<file path="config.mk">
export PLATFORM = sky130hd
export DESIGN_NAME = async_serial_receiver
export DESIGN_NICKNAME = d
export VERILOG_FILES = /design/src/hdl/asr_pkg.sv /design/src/hdl/asr_framer.sv /design/src/hdl/asr_rxbuf.sv /design/src/hdl/async_serial_receiver.sv
export SDC_FILE = /design/constraint.sdc
export NUM_CORES = 1
export LEC_CHECK = 0
export BUFFER_PORTS_ARGS = -buffer_cell sky130_fd_sc_hd__buf_2
export CAP_MARGIN = 20
export CORE_ASPECT_RATIO = 1.2
export CORE_UTILIZATION = 35
export CTS_CLUSTER_DIAMETER = 50
export DETAILED_ROUTE_END_ITERATION = 8
export GPL_ROUTABILITY_DRIVEN = 0
export PLACE_DENSITY = 0.52
export SYNTH_ARGS = -nofsm -noshare
export SYNTH_HDL_FRONTEND = slang
export SYNTH_SLANG_ARGS = --single-unit
</file>
<file path="constraint.sdc">
create_clock -name clk -period 3.8 [get_ports clk]
set_input_delay 0.19 -clock clk [delete_from_list [all_inputs] [get_ports clk]]
set_output_delay 0.19 -clock clk [all_outputs]
set_load 0.02 [all_outputs]
</file>
<file path="src/hdl/asr_pkg.sv">
package asr_pkg;

    // Depth of the receive buffer unless overridden at the top level
    localparam int FIFO_DEPTH_DEFAULT = 3;

    // Request modes
    localparam logic [1:0] MODE_SAMPLE = 2'd0;
    localparam logic [1:0] MODE_READ   = 2'd1;
    localparam logic [1:0] MODE_CLEAR  = 2'd2;

    // Configuration register indexes
    localparam logic [2:0] REG_CHAR_BITS  = 3'd0;
    localparam logic [2:0] REG_PARITY_ON  = 3'd1;
    localparam logic [2:0] REG_PARITY_EVN = 3'd2;
    localparam logic [2:0] REG_CLOCK_RATE = 3'd3;
    localparam logic [2:0] REG_IRQ_MODE   = 3'd4;

    // Clock rate codes
    localparam logic [1:0] RATE_X1  = 2'd0;
    localparam logic [1:0] RATE_X16 = 2'd1;
    localparam logic [1:0] RATE_X32 = 2'd2;
    localparam logic [1:0] RATE_X64 = 2'd3;

    // Receive interrupt modes
    localparam logic [1:0] IRQ_OFF   = 2'd0;
    localparam logic [1:0] IRQ_FIRST = 2'd1;
    localparam logic [1:0] IRQ_ALL   = 2'd2;

    // Read data returned when nothing is popped
    localparam logic [7:0] EMPTY_DATA = 8'hFF;

    typedef struct packed {
        logic [1:0] mode;
        logic       line_bit;
    } in_item_t;

    typedef struct packed {
        logic [7:0] read_data;
        logic       char_available;
        logic [1:0] fifo_count;
        logic       parity_error;
        logic       overrun_error;
        logic       framing_error;
        logic       rx_irq;
    } out_item_t;

    typedef struct packed {
        logic [3:0] char_bits;
        logic       parity_on;
        logic       parity_is_even;
        logic [1:0] clock_rate_code;
        logic [1:0] rx_irq_mode;
    } cfg_t;

    // Events from the character framer to the receive buffer
    typedef struct packed {
        logic       store;
        logic [7:0] data;
        logic       parity_err;
        logic       framing_err;
    } rx_event_t;

endpackage

</file>
<file path="src/hdl/asr_framer.sv">
module asr_framer (
    input  logic              clk,
    input  logic              rst_n,
    input  logic              step,
    input  logic              line_bit,
    input  asr_pkg::cfg_t     cfg,
    output asr_pkg::rx_event_t evt
);
    import asr_pkg::*;

    localparam logic [2:0] PH_IDLE   = 3'd0;
    localparam logic [2:0] PH_START  = 3'd1;
    localparam logic [2:0] PH_DATA   = 3'd2;
    localparam logic [2:0] PH_PARITY = 3'd3;
    localparam logic [2:0] PH_STOP   = 3'd4;

    logic [2:0] phase_reg, phase_next;
    logic [6:0] tick_reg, tick_next;
    logic [3:0] bits_reg, bits_next;
    logic [7:0] shift_reg, shift_next;

    logic [6:0] tpb;
    logic [6:0] tick_inc;
    logic       bit_done;
    logic [3:0] eff_bits;
    logic [7:0] data_mask;
    logic       expect_par;

    // Decode bit time and clamp the character length
    always_comb
    begin
        case (cfg.clock_rate_code)
            RATE_X1:  tpb = 7'd1;
            RATE_X16: tpb = 7'd16;
            RATE_X32: tpb = 7'd32;
            default:  tpb = 7'd64;
        endcase
        if (cfg.char_bits < 4'd5)
            eff_bits = 4'd5;
        else if (cfg.char_bits > 4'd8)
            eff_bits = 4'd8;
        else
            eff_bits = cfg.char_bits;
        case (eff_bits)
            4'd5:    data_mask = 8'h1F;
            4'd6:    data_mask = 8'h3F;
            4'd7:    data_mask = 8'h7F;
            default: data_mask = 8'hFF;
        endcase
    end

    assign tick_inc   = tick_reg + 7'd1;
    assign bit_done   = (tick_inc >= tpb);
    assign expect_par = cfg.parity_is_even ? ^(shift_reg & data_mask)
                                           : ~(^(shift_reg & data_mask));

    // Advance the receive sequence on each line sample
    always_comb
    begin
        phase_next      = phase_reg;
        tick_next       = tick_reg;
        bits_next       = bits_reg;
        shift_next      = shift_reg;
        evt.store       = 1'b0;
        evt.data        = shift_reg;
        evt.parity_err  = 1'b0;
        evt.framing_err = 1'b0;
        if (step)
        begin
            case (phase_reg)
                PH_IDLE:
                begin
                    if (!line_bit)
                    begin
                        phase_next = PH_START;
                        tick_next  = 7'd0;
                        bits_next  = 4'd0;
                        shift_next = 8'd0;
                    end
                end
                PH_START:
                begin
                    tick_next = tick_inc;
                    if (tick_reg >= (tpb >> 1))
                    begin
                        tick_next  = 7'd0;
                        phase_next = line_bit ? PH_IDLE : PH_DATA;
                    end
                end
                PH_DATA:
                begin
                    tick_next = bit_done ? 7'd0 : tick_inc;
                    if (bit_done)
                    begin
                        if (!bits_reg[3])
                            shift_next[bits_reg[2:0]] = line_bit;
                        bits_next = bits_reg + 4'd1;
                        if (bits_next >= eff_bits)
                            phase_next = cfg.parity_on ? PH_PARITY : PH_STOP;
                    end
                end
                PH_PARITY:
                begin
                    tick_next = bit_done ? 7'd0 : tick_inc;
                    if (bit_done)
                    begin
                        evt.parity_err = (line_bit != expect_par);
                        phase_next     = PH_STOP;
                    end
                end
                default:
                begin
                    tick_next = bit_done ? 7'd0 : tick_inc;
                    if (bit_done)
                    begin
                        evt.framing_err = !line_bit;
                        evt.store       = 1'b1;
                        phase_next      = PH_IDLE;
                    end
                end
            endcase
        end
    end

    always_ff @(posedge clk or negedge rst_n)
    begin
        if (!rst_n)
        begin
            phase_reg <= PH_IDLE;
            tick_reg  <= 7'd0;
            bits_reg  <= 4'd0;
            shift_reg <= 8'd0;
        end
        else
        begin
            phase_reg <= phase_next;
            tick_reg  <= tick_next;
            bits_reg  <= bits_next;
            shift_reg <= shift_next;
        end
    end

endmodule

</file>
<file path="src/hdl/asr_rxbuf.sv">
module asr_rxbuf #(
    parameter int FIFO_DEPTH = asr_pkg::FIFO_DEPTH_DEFAULT
) (
    input  logic                clk,
    input  logic                rst_n,
    input  asr_pkg::rx_event_t  evt,
    input  logic                pop,
    input  logic                clear,
    input  logic [1:0]          irq_mode,
    output asr_pkg::out_item_t  status
);
    import asr_pkg::*;

    localparam int PtrW  = (FIFO_DEPTH > 1) ? $clog2(FIFO_DEPTH) : 1;
    localparam int FillW = $clog2(FIFO_DEPTH + 1);
    localparam int SumW  = FillW + 1;
    localparam logic [FillW-1:0] DepthFill = FillW'(FIFO_DEPTH);
    localparam logic [SumW-1:0]  DepthSum  = SumW'(FIFO_DEPTH);
    localparam logic [PtrW-1:0]  LastPtr   = PtrW'(FIFO_DEPTH - 1);

    logic [7:0]       store_mem [FIFO_DEPTH];
    logic [PtrW-1:0]  head_reg, head_next;
    logic [FillW-1:0] fill_reg, fill_next;
    logic [2:0]       err_reg, err_next;
    logic             irq_reg, irq_next;

    logic             full;
    logic             do_write;
    logic             do_pop;
    logic [SumW-1:0]  slot_sum;
    logic [PtrW-1:0]  slot;

    assign full     = (fill_reg == DepthFill);
    assign do_write = evt.store && !full;
    assign do_pop   = pop && (fill_reg != '0);
    assign slot_sum = SumW'(head_reg) + SumW'(fill_reg);
    assign slot     = (slot_sum >= DepthSum) ? PtrW'(slot_sum - DepthSum) : PtrW'(slot_sum);

    // Update pointers, sticky flags and the interrupt
    always_comb
    begin
        head_next = head_reg;
        fill_next = fill_reg;
        irq_next  = irq_reg;
        if (do_write)
        begin
            fill_next = fill_reg + FillW'(1);
            if (irq_mode == IRQ_ALL || (irq_mode == IRQ_FIRST && fill_reg == '0))
                irq_next = 1'b1;
        end
        if (do_pop)
        begin
            head_next = (head_reg == LastPtr) ? '0 : head_reg + PtrW'(1);
            fill_next = fill_reg - FillW'(1);
            irq_next  = 1'b0;
        end
        if (clear)
            err_next = 3'd0;
        else
            err_next = err_reg | {evt.framing_err, evt.store && full, evt.parity_err};
    end

    // Build the status after this request's effect
    always_comb
    begin
        status.read_data      = do_pop ? store_mem[head_reg] : EMPTY_DATA;
        status.char_available = (fill_next != '0);
        status.fifo_count     = 2'(fill_next);
        status.parity_error   = err_next[0];
        status.overrun_error  = err_next[1];
        status.framing_error  = err_next[2];
        status.rx_irq         = irq_next;
    end

    always_ff @(posedge clk)
    begin
        if (do_write)
            store_mem[slot] <= evt.data;
    end

    always_ff @(posedge clk or negedge rst_n)
    begin
        if (!rst_n)
        begin
            head_reg <= '0;
            fill_reg <= '0;
            err_reg  <= 3'd0;
            irq_reg  <= 1'b0;
        end
        else
        begin
            head_reg <= head_next;
            fill_reg <= fill_next;
            err_reg  <= err_next;
            irq_reg  <= irq_next;
        end
    end

endmodule

</file>
<file path="src/hdl/async_serial_receiver.sv">
// Oversampled asynchronous serial receiver. Each request carries a mode: a line
// sample tick (mode 0) advances the character framer by one sampling-clock tick,
// a read (mode 1) pops the receive buffer (0xFF when it is empty), and an error
// reset (mode 2) clears the sticky parity, overrun and framing flags. Every request
// produces exactly one result, which shows the popped data and the status after
// that request. One request is taken per clock cycle; its result appears in the
// result register on the next cycle, and new requests keep flowing while a result
// waits, stalling only when the result register is full and its consumer stalls.
// The buffer needs no clearing pass after reset. Bit time is 1, 16, 32 or 64
// ticks as set by clock_rate_code; configuration takes effect at once.
module async_serial_receiver #(
    parameter int FIFO_DEPTH = asr_pkg::FIFO_DEPTH_DEFAULT
) (
    input  logic               clk,
    input  logic               rst_n,
    input  logic               item_valid,
    output logic               item_stall,
    input  asr_pkg::in_item_t  item,
    output logic               result_valid,
    input  logic               result_stall,
    output asr_pkg::out_item_t result,
    input  logic               cfg_we,
    input  logic [2:0]         cfg_index,
    input  logic [3:0]         cfg_data
);
    import asr_pkg::*;

    cfg_t      cfg_reg;
    out_item_t result_reg;
    logic      result_valid_reg, result_valid_next;

    logic      accept;
    rx_event_t evt;
    out_item_t status;

    // Take a request unless the held result is stalled
    assign item_stall = result_valid_reg && result_stall;
    assign accept     = item_valid && !item_stall;

    asr_framer u_framer (
        .clk      (clk),
        .rst_n    (rst_n),
        .step     (accept && item.mode == MODE_SAMPLE),
        .line_bit (item.line_bit),
        .cfg      (cfg_reg),
        .evt      (evt)
    );

    asr_rxbuf #(
        .FIFO_DEPTH (FIFO_DEPTH)
    ) u_rxbuf (
        .clk      (clk),
        .rst_n    (rst_n),
        .evt      (evt),
        .pop      (accept && item.mode == MODE_READ),
        .clear    (accept && item.mode == MODE_CLEAR),
        .irq_mode (cfg_reg.rx_irq_mode),
        .status   (status)
    );

    // Hold the result until it is taken
    assign result_valid_next = accept || (result_valid_reg && result_stall);

    always_ff @(posedge clk)
    begin
        if (accept)
            result_reg <= status;
    end

    always_ff @(posedge clk or negedge rst_n)
    begin
        if (!rst_n)
            result_valid_reg <= 1'b0;
        else
            result_valid_reg <= result_valid_next;
    end

    // Write configuration registers
    always_ff @(posedge clk or negedge rst_n)
    begin
        if (!rst_n)
        begin
            cfg_reg.char_bits       <= 4'd5;
            cfg_reg.parity_on       <= 1'b0;
            cfg_reg.parity_is_even  <= 1'b0;
            cfg_reg.clock_rate_code <= RATE_X1;
            cfg_reg.rx_irq_mode     <= IRQ_OFF;
        end
        else if (cfg_we)
        begin
            case (cfg_index)
                REG_CHAR_BITS:  cfg_reg.char_bits       <= cfg_data;
                REG_PARITY_ON:  cfg_reg.parity_on       <= cfg_data[0];
                REG_PARITY_EVN: cfg_reg.parity_is_even  <= cfg_data[0];
                REG_CLOCK_RATE: cfg_reg.clock_rate_code <= cfg_data[1:0];
                REG_IRQ_MODE:   cfg_reg.rx_irq_mode     <= cfg_data[1:0];
                default:        ;
            endcase
        end
    end

    assign result_valid = result_valid_reg;
    assign result       = result_reg;

endmodule

</file>
==> impl_metrics.yaml, run 1 <==
outcome:
  status: "complete, but fails checks"
  violations: "negative hold slack"
final_layout:
  seq_area_mm2: 0.002200
  utilization: 0.4120
  multi_input_area_mm2: 0.001792
  fill_cells: 1146
  layout_commonest_cell: "nand2_1"
  drive_gt1_frac: 0.1834
  finish.net_count: 438
  largest_register_ffs: 24
  synthToLayoutAreaGrowth_pct: 14.84
  antenna_cells: 0
  layout_common_cells: "nand2_1 (52), dfrtp_1 (39), edfxtp_1 (39)"
synthesis:
  synth-edff-count: 39
  yosys_register_bits: 80
  ys_types: 58
  netlist_top_cells_area: "edfxtp_1 (28%), dfrtp_1 (24%), ha_1 (5.5%)"
  syn_area_per_cell_um2: 11.07
  syn_inst: 373
  ys_seq_area_frac: 0.5326
  synth_top_area_frac: 0.2836
  synthesis.area_mm2: 0.004130
  synthesis.nets: 407
  synth_top_cell_by_area: "edfxtp_1"
  synth-main-ff-cell: "edfxtp_1"
  synthArstFlopShare: 0.5125
  yosysWarnings: 0
min_path:
  hp-class: "in -> async"
global_routing:
  grt_pass1_wl_um: 14320
  grt_remaining_overflow: 0
  grt_pass1_vias: 2880
  grt_max_degree: 42
  antenna_found_initial: 0
  track_usage: 0.1544
timing:
  hold_violations: 3
  setup_tns_ps: 0
  holdWs_ps: -3.380
  setup_viol: 0
  clock_skew_ps: 5.431
  drv_slew: 0
  tightest_slew_ps: 974.9
  fmax_mhz: 311.1
  rsz0062_at_grt: "false"
  period_needed_ps: 3214
  max-slew-margin-rel: 0.3501
  fin_crit_sh: 0.8459
clock_network:
  max-clock-path-buffers: 2
  hold_buffers: 0
  cts_tree: "built"
  post_cts_buffers: 0
  clk-insertion-delay-late_ps: 330
  root_buffer: "clkbuf_16"
  cts_max_level: 3
  cts.clk_slew.worst_paths_ps: 60
  clkSinkCount: 80
  cts_made_buffers: 9
  cts_resized: 0
floorplan:
  core_region_area_mm2: 0.01151
  start_util: 0.3587
  io_pins: 32
  rows: 43
  die-area_mm2: 0.01224
  fp.dieH_um: 121
  die_w_um: 101.2
detailed_routing:
  wirelength_um: 8310
  met3_wirelength_um: 236
  vias: 2855
  vias_per_cell: 5.044
  firstDrtPassIters: 4
  wl_per_cell_um: 14.68
  route.detailed.drc: 0
  wl_met1_um: 3786
  met2_length_um: 4107
  postRouteAntennaNets: 0
  drtIter0Drc: 65
  top_layer_used: "met4"
job:
  drv_cap: 0
power_and_ir_drop:
  clkPwrFrac: 0.277
  intPower_mw: 1.995
  sequentialPowerShare: 0.391
  combPwrFrac: 0.333
  power_density_mw_per_mm2: 648.7
  leakage_nw: 1.875
  switching_share: 0.3516
  p_switching_mw: 1.082
  max-vdd-ir-drop_uv: 206.1
worst_setup_path:
  crit_slowest_cell: "dfrtp_1"
  crit_fanout: 12
  worstPathArrival_ps: 3180
  cp-start-kind: "flop"
  required_ps: 3770
  end_kind: "flop"
  cp_cell_sequence: "ha_1 -> inv_1 -> fa_1 -> inv_1 -> ha_1 -> nor2b_1 -> nand2_1 -> mux2_2 -> nor2_1"
  max_stage_delay_ps: 690
  path_class: "reg -> reg"
placed_design:
  dpl.hpwl_um: 6058
  portBuffers: 31
## critical path: cells and delay by family (launching register included)
family,cells,cell delay (ps)
mux,1,280
fa+ha+maj,3,950
flops,1,690
simple gates,3,840
buf+inv,2,100
## synthesized netlist by cell type (2+ instances only)
cell type  instances
a21oi_1            5
nor3_1             3
nor4b_1            3
o31ai_1            2
or2_2              4
nand3_1            9
edfxtp_1          39
nand2_1           52
a211oi_1           2
nor4_1             6
and3_1             2
a32o_1             3
ha_1              18
xnor2_1           15
nand2b_1          12
or4_1              3
a31oi_1            7
nor2b_1            4
inv_1             17
o21ai_0           24
dfrtp_1           39
dfstp_2            2
mux2_2            13
o22ai_1            8
mux2i_1           10
nor2_1            19
xor2_1             2
nor3b_1            2
a21o_1             4
clkbuf_1          14
a2bb2oi_1          2
and2_1             2
## path summary, 6_finish.rpt
kind	depth (start not counted)	endpoint	slack, ps	from
setup / recovery	9	u_rxbuf.store_mem[0][7]$_DFFE_PP_	590	u_rxbuf.head_reg[0]$_DFFE_PN0P_
hold / removal	1	u_framer.shift_reg[1]$_DFFE_PN0P_	-3	rst_n
setup reg to reg	9	u_rxbuf.store_mem[0][7]$_DFFE_PP_	590	u_rxbuf.head_reg[0]$_DFFE_PN0P_
hold reg to reg	1	u_rxbuf.err_reg[2]$_DFF_PN0_	500	u_rxbuf.err_reg[2]$_DFF_PN0_
max in group asynchronous	1	u_rxbuf.head_reg[0]$_DFFE_PN0P_	3170	rst_n
min in group clk	2	result_valid$_DFF_PN0_	60	item_valid
## power groups by stage
stage               Clock, mW  Sequential, mW  Combinational [mW]
floorplan                   0            1.14               0.867
global placement            0            1.22               0.998
detailed placement          0            1.22                1.02
CTS                     0.878            1.20                1.03
global route            0.912            1.23                1.18
finish                  0.851            1.20                1.02
## kinds of logic after synthesis
logic type,count (synthesis),share of synthesized area
multiplexers,23,0.05968
flip-flops,80,0.5326
adder cells (fa/ha/maj),19,0.05938
AO/OA/AOI/OAI,73,0.1260
AND/OR/NAND/NOR,127,0.1527
XOR/XNOR,17,0.03605
buffers and inverters,34,0.03363
## per-stage QoR
stage	cells	area (µm²)	power, mW	setup slack, ps
final	566	4743	3.077	585.7
after global routing	566	4743	3.316	325.4
after CTS	565	4736	3.112	544.9
after detailed placement	549	4441	2.245	564.6
after global placement	549	4441	2.215	701.1
after floorplan	373	4130	2.005	1005
## final cells by class
class	instances	area share
repair buffers	36	0.04062
well taps	157	0.04141
clock buffers	9	0.04748
flip-flops and latches	80	0.4637
clock inverters	7	0.01477
multi-input cells	259	0.3777
inverters	18	0.01424
## per-layer routing
metal / global-route usage / up-vias
li1: - / 1430
met1: 0.1891 / 1378
met3: 0.03687 / 10
met5: 0 / -
met2: 0.2547 / 37
met4: 0.07246 / 0
Power figures use the tool's default switching activity.
==> inputs of run 2 (changes only) <==
--- a/config.mk
+++ b/config.mk
@@ -12,7 +12,7 @@
 export CTS_CLUSTER_DIAMETER = 50
 export DETAILED_ROUTE_END_ITERATION = 8
 export GPL_ROUTABILITY_DRIVEN = 0
-export PLACE_DENSITY = 0.52
+export PLACE_DENSITY = 0.54
 export SYNTH_ARGS = -nofsm -noshare
 export SYNTH_HDL_FRONTEND = slang
 export SYNTH_SLANG_ARGS = --single-unit
==> constraint.sdc (replaced) <==
create_clock -name clk -period 2.6 [get_ports clk]
set_input_delay 0.13 -clock clk [delete_from_list [all_inputs] [get_ports clk]]
set_output_delay 0.13 -clock clk [all_outputs]
set_load 0.02 [all_outputs]
==> run 2 against run 1 <==
Effect of this change:
- the flow now finishes without violations
- count of clock-buffer cells in the layout unchanged
- sequential power up 40%
- clock power up 56%
- power up 61%
- sequential share of layout area down 3.4 points
- global-route usage up 0.093 points
- via count up 5.0%
- non-clock buffer count up 30
- register-to-register slack worse by 540 ps
- core utilization up 3.3 points
- cell area up 8.0%
- highest routed layer unchanged
==> impl_metrics.yaml, run 2 (synthesis gave the netlist of run 1 again) <==
outcome:
  status: "complete, no violations"
job:
  drv_cap: 0
global_routing:
  grt_pass1_wl_um: 14230
  antenna_found_initial: 0
  grt_remaining_overflow: 0
  track_usage: 0.1554
  grt_pass1_vias: 2860
  grt_max_degree: 42
timing:
  setup_viol: 0
  max-slew-margin-rel: 0.6608
  setup_tns_ps: 0
  fmax_mhz: 391.8
  drv_slew: 0
  clock_skew_ps: 7.272
  fin_crit_sh: 0.9816
  period_needed_ps: 2552
  hold_violations: 0
  tightest_slew_ps: 508.0
worst_setup_path:
  r2r_start: "u_rxbuf.fill_reg[0]$_DFF_PN0_"
  crit_fanout: 8
  worstPathArrival_ps: 2610
  end_kind: "flop"
  required_ps: 2660
  r2r_end: "u_rxbuf.store_mem[0][2]$_DFFE_PP_"
  path_class: "reg -> reg"
  reg2regPathDepth: 10
  cp-start-kind: "flop"
  reg2reg_slack_ps: 50
detailed_routing:
  postRouteAntennaNets: 0
  wl_per_cell_um: 14.70
  vias_per_cell: 5.032
  wirelength_um: 8763
  drtIter0Drc: 128
  vias: 2999
  firstDrtPassIters: 5
  route.detailed.drc: 0
clock_network:
  cts.clk_slew.worst_paths_ps: 70
  cts_max_level: 3
  clkSinkCount: 80
  clk-insertion-delay-late_ps: 340
  cts_made_buffers: 9
  max-clock-path-buffers: 2
  cts_tree: "built"
  root_buffer: "clkbuf_16"
final_layout:
  synthToLayoutAreaGrowth_pct: 23.99
  finish.net_count: 468
  fill_cells: 1127
  layout_commonest_cell: "nand2_1"
  stdcell_count: 596
  largest_register_ffs: 24
  layout_common_cells: "nand2_1 (52), dfrtp_1 (39), edfxtp_1 (39)"
  drive_gt1_frac: 0.2711
  antenna_cells: 0
floorplan:
  start_util: 0.3587
  fp.dieH_um: 121
  rows: 43
  io_pins: 32
  core_region_area_mm2: 0.01151
  die_w_um: 101.2
  die-area_mm2: 0.01224
placed_design:
  dpl.hpwl_um: 6177
  portBuffers: 31
  place_inst: 567
min_path:
  hp-class: "in -> reg"
  worstHoldPathCells: 2
  hp-start: "cfg_data[2]"
  hold_path_end: "cfg_reg[8]$_DFFE_PN1P_"
power_and_ir_drop:
  max-vdd-ir-drop_uv: 375.9
  leakage_nw: 2.075
  power_density_mw_per_mm2: 969.6
==> run 2: metal layers <==
metal  track usage  routed length [µm]
met4       0.06431                 167
met5             0                   0
met1        0.1893                3865
met3       0.03859                 271
met2        0.2602                4459
==> run 2: through the flow <==
step	hold WS [ps]	setup slack [ps]	utilization	total power [mW]	cell area, µm²
after floorplan	-165.6	-22.07	-	2.950	4138
after global placement	333.6	75.01	0.3981	3.394	4583
after detailed placement	340.7	46.09	0.3981	3.444	4583
after CTS	9.328	24.97	0.4278	4.786	4926
after global routing	21.33	-53.65	0.4448	5.286	5121
final	16.32	47.81	0.4448	4.965	5121
==> run 2: area by class of cell <==
type | count | area [µm²] | share of cell area
Inverter | 18 | 67.56 | 0.01319
Sequential cell | 80 | 2200 | 0.4295
Multi-Input combinational cell | 259 | 1894 | 0.3699
Tap cell | 157 | 196.4 | 0.03836
Clock inverter | 7 | 87.58 | 0.01710
Clock buffer | 9 | 225.2 | 0.04398
Timing Repair Buffer | 66 | 450.4 | 0.08796
==> run 2: how the worst max path moves through the flow <==
stage / end / from / cells past startpoint
floorplan: u_rxbuf.store_mem[1][0]$_DFFE_PP_ / u_framer.tick_reg[0]$_DFFE_PN0P_ / 8
global placement: u_framer.phase_reg[1]$_DFFE_PN0P_ / u_framer.tick_reg[0]$_DFFE_PN0P_ / 9
finish: u_rxbuf.store_mem[0][2]$_DFFE_PP_ / u_rxbuf.fill_reg[0]$_DFF_PN0_ / 10
global route: u_rxbuf.store_mem[0][4]$_DFFE_PP_ / u_rxbuf.fill_reg[0]$_DFF_PN0_ / 10
CTS: u_framer.phase_reg[1]$_DFFE_PN0P_ / u_framer.tick_reg[0]$_DFFE_PN0P_ / 9
detailed placement: u_framer.phase_reg[1]$_DFFE_PN0P_ / u_framer.tick_reg[0]$_DFFE_PN0P_ / 9
==> run 2: worst max-delay path, cell delays in order, from the launching register on <==
cell     delay, ps
dfrtp_1        420
ha_2           190
inv_1           50
fa_1           550
inv_1           60
ha_2           170
nor2b_2        140
nand2_1        110
mux2_4         330
nor2_4         130
buf_12         140
==> run 2: where the power goes <==
| group | internal, mW | total, mW | switching (mW) | leakage [nW] |
|---|---|---|---|---|
| registers | 1.51 | 1.68 | 0.170 | 0.882 |
| clock network | 0.766 | 1.33 | 0.561 | 0.154 |
| logic | 0.919 | 1.96 | 1.04 | 1.04 |
| total | 3.19 | 4.97 | 1.77 | 2.08 |
==> run 2: timing repair <==
item | 4_1_cts | 5_1_grt
setup buffers | 0 | 9
endpoints found under the setup margin | 0 | 41
endpoints found under the hold margin | 16 | 0
gates resized for setup | 0 | 19
hold buffers | 3 | 0
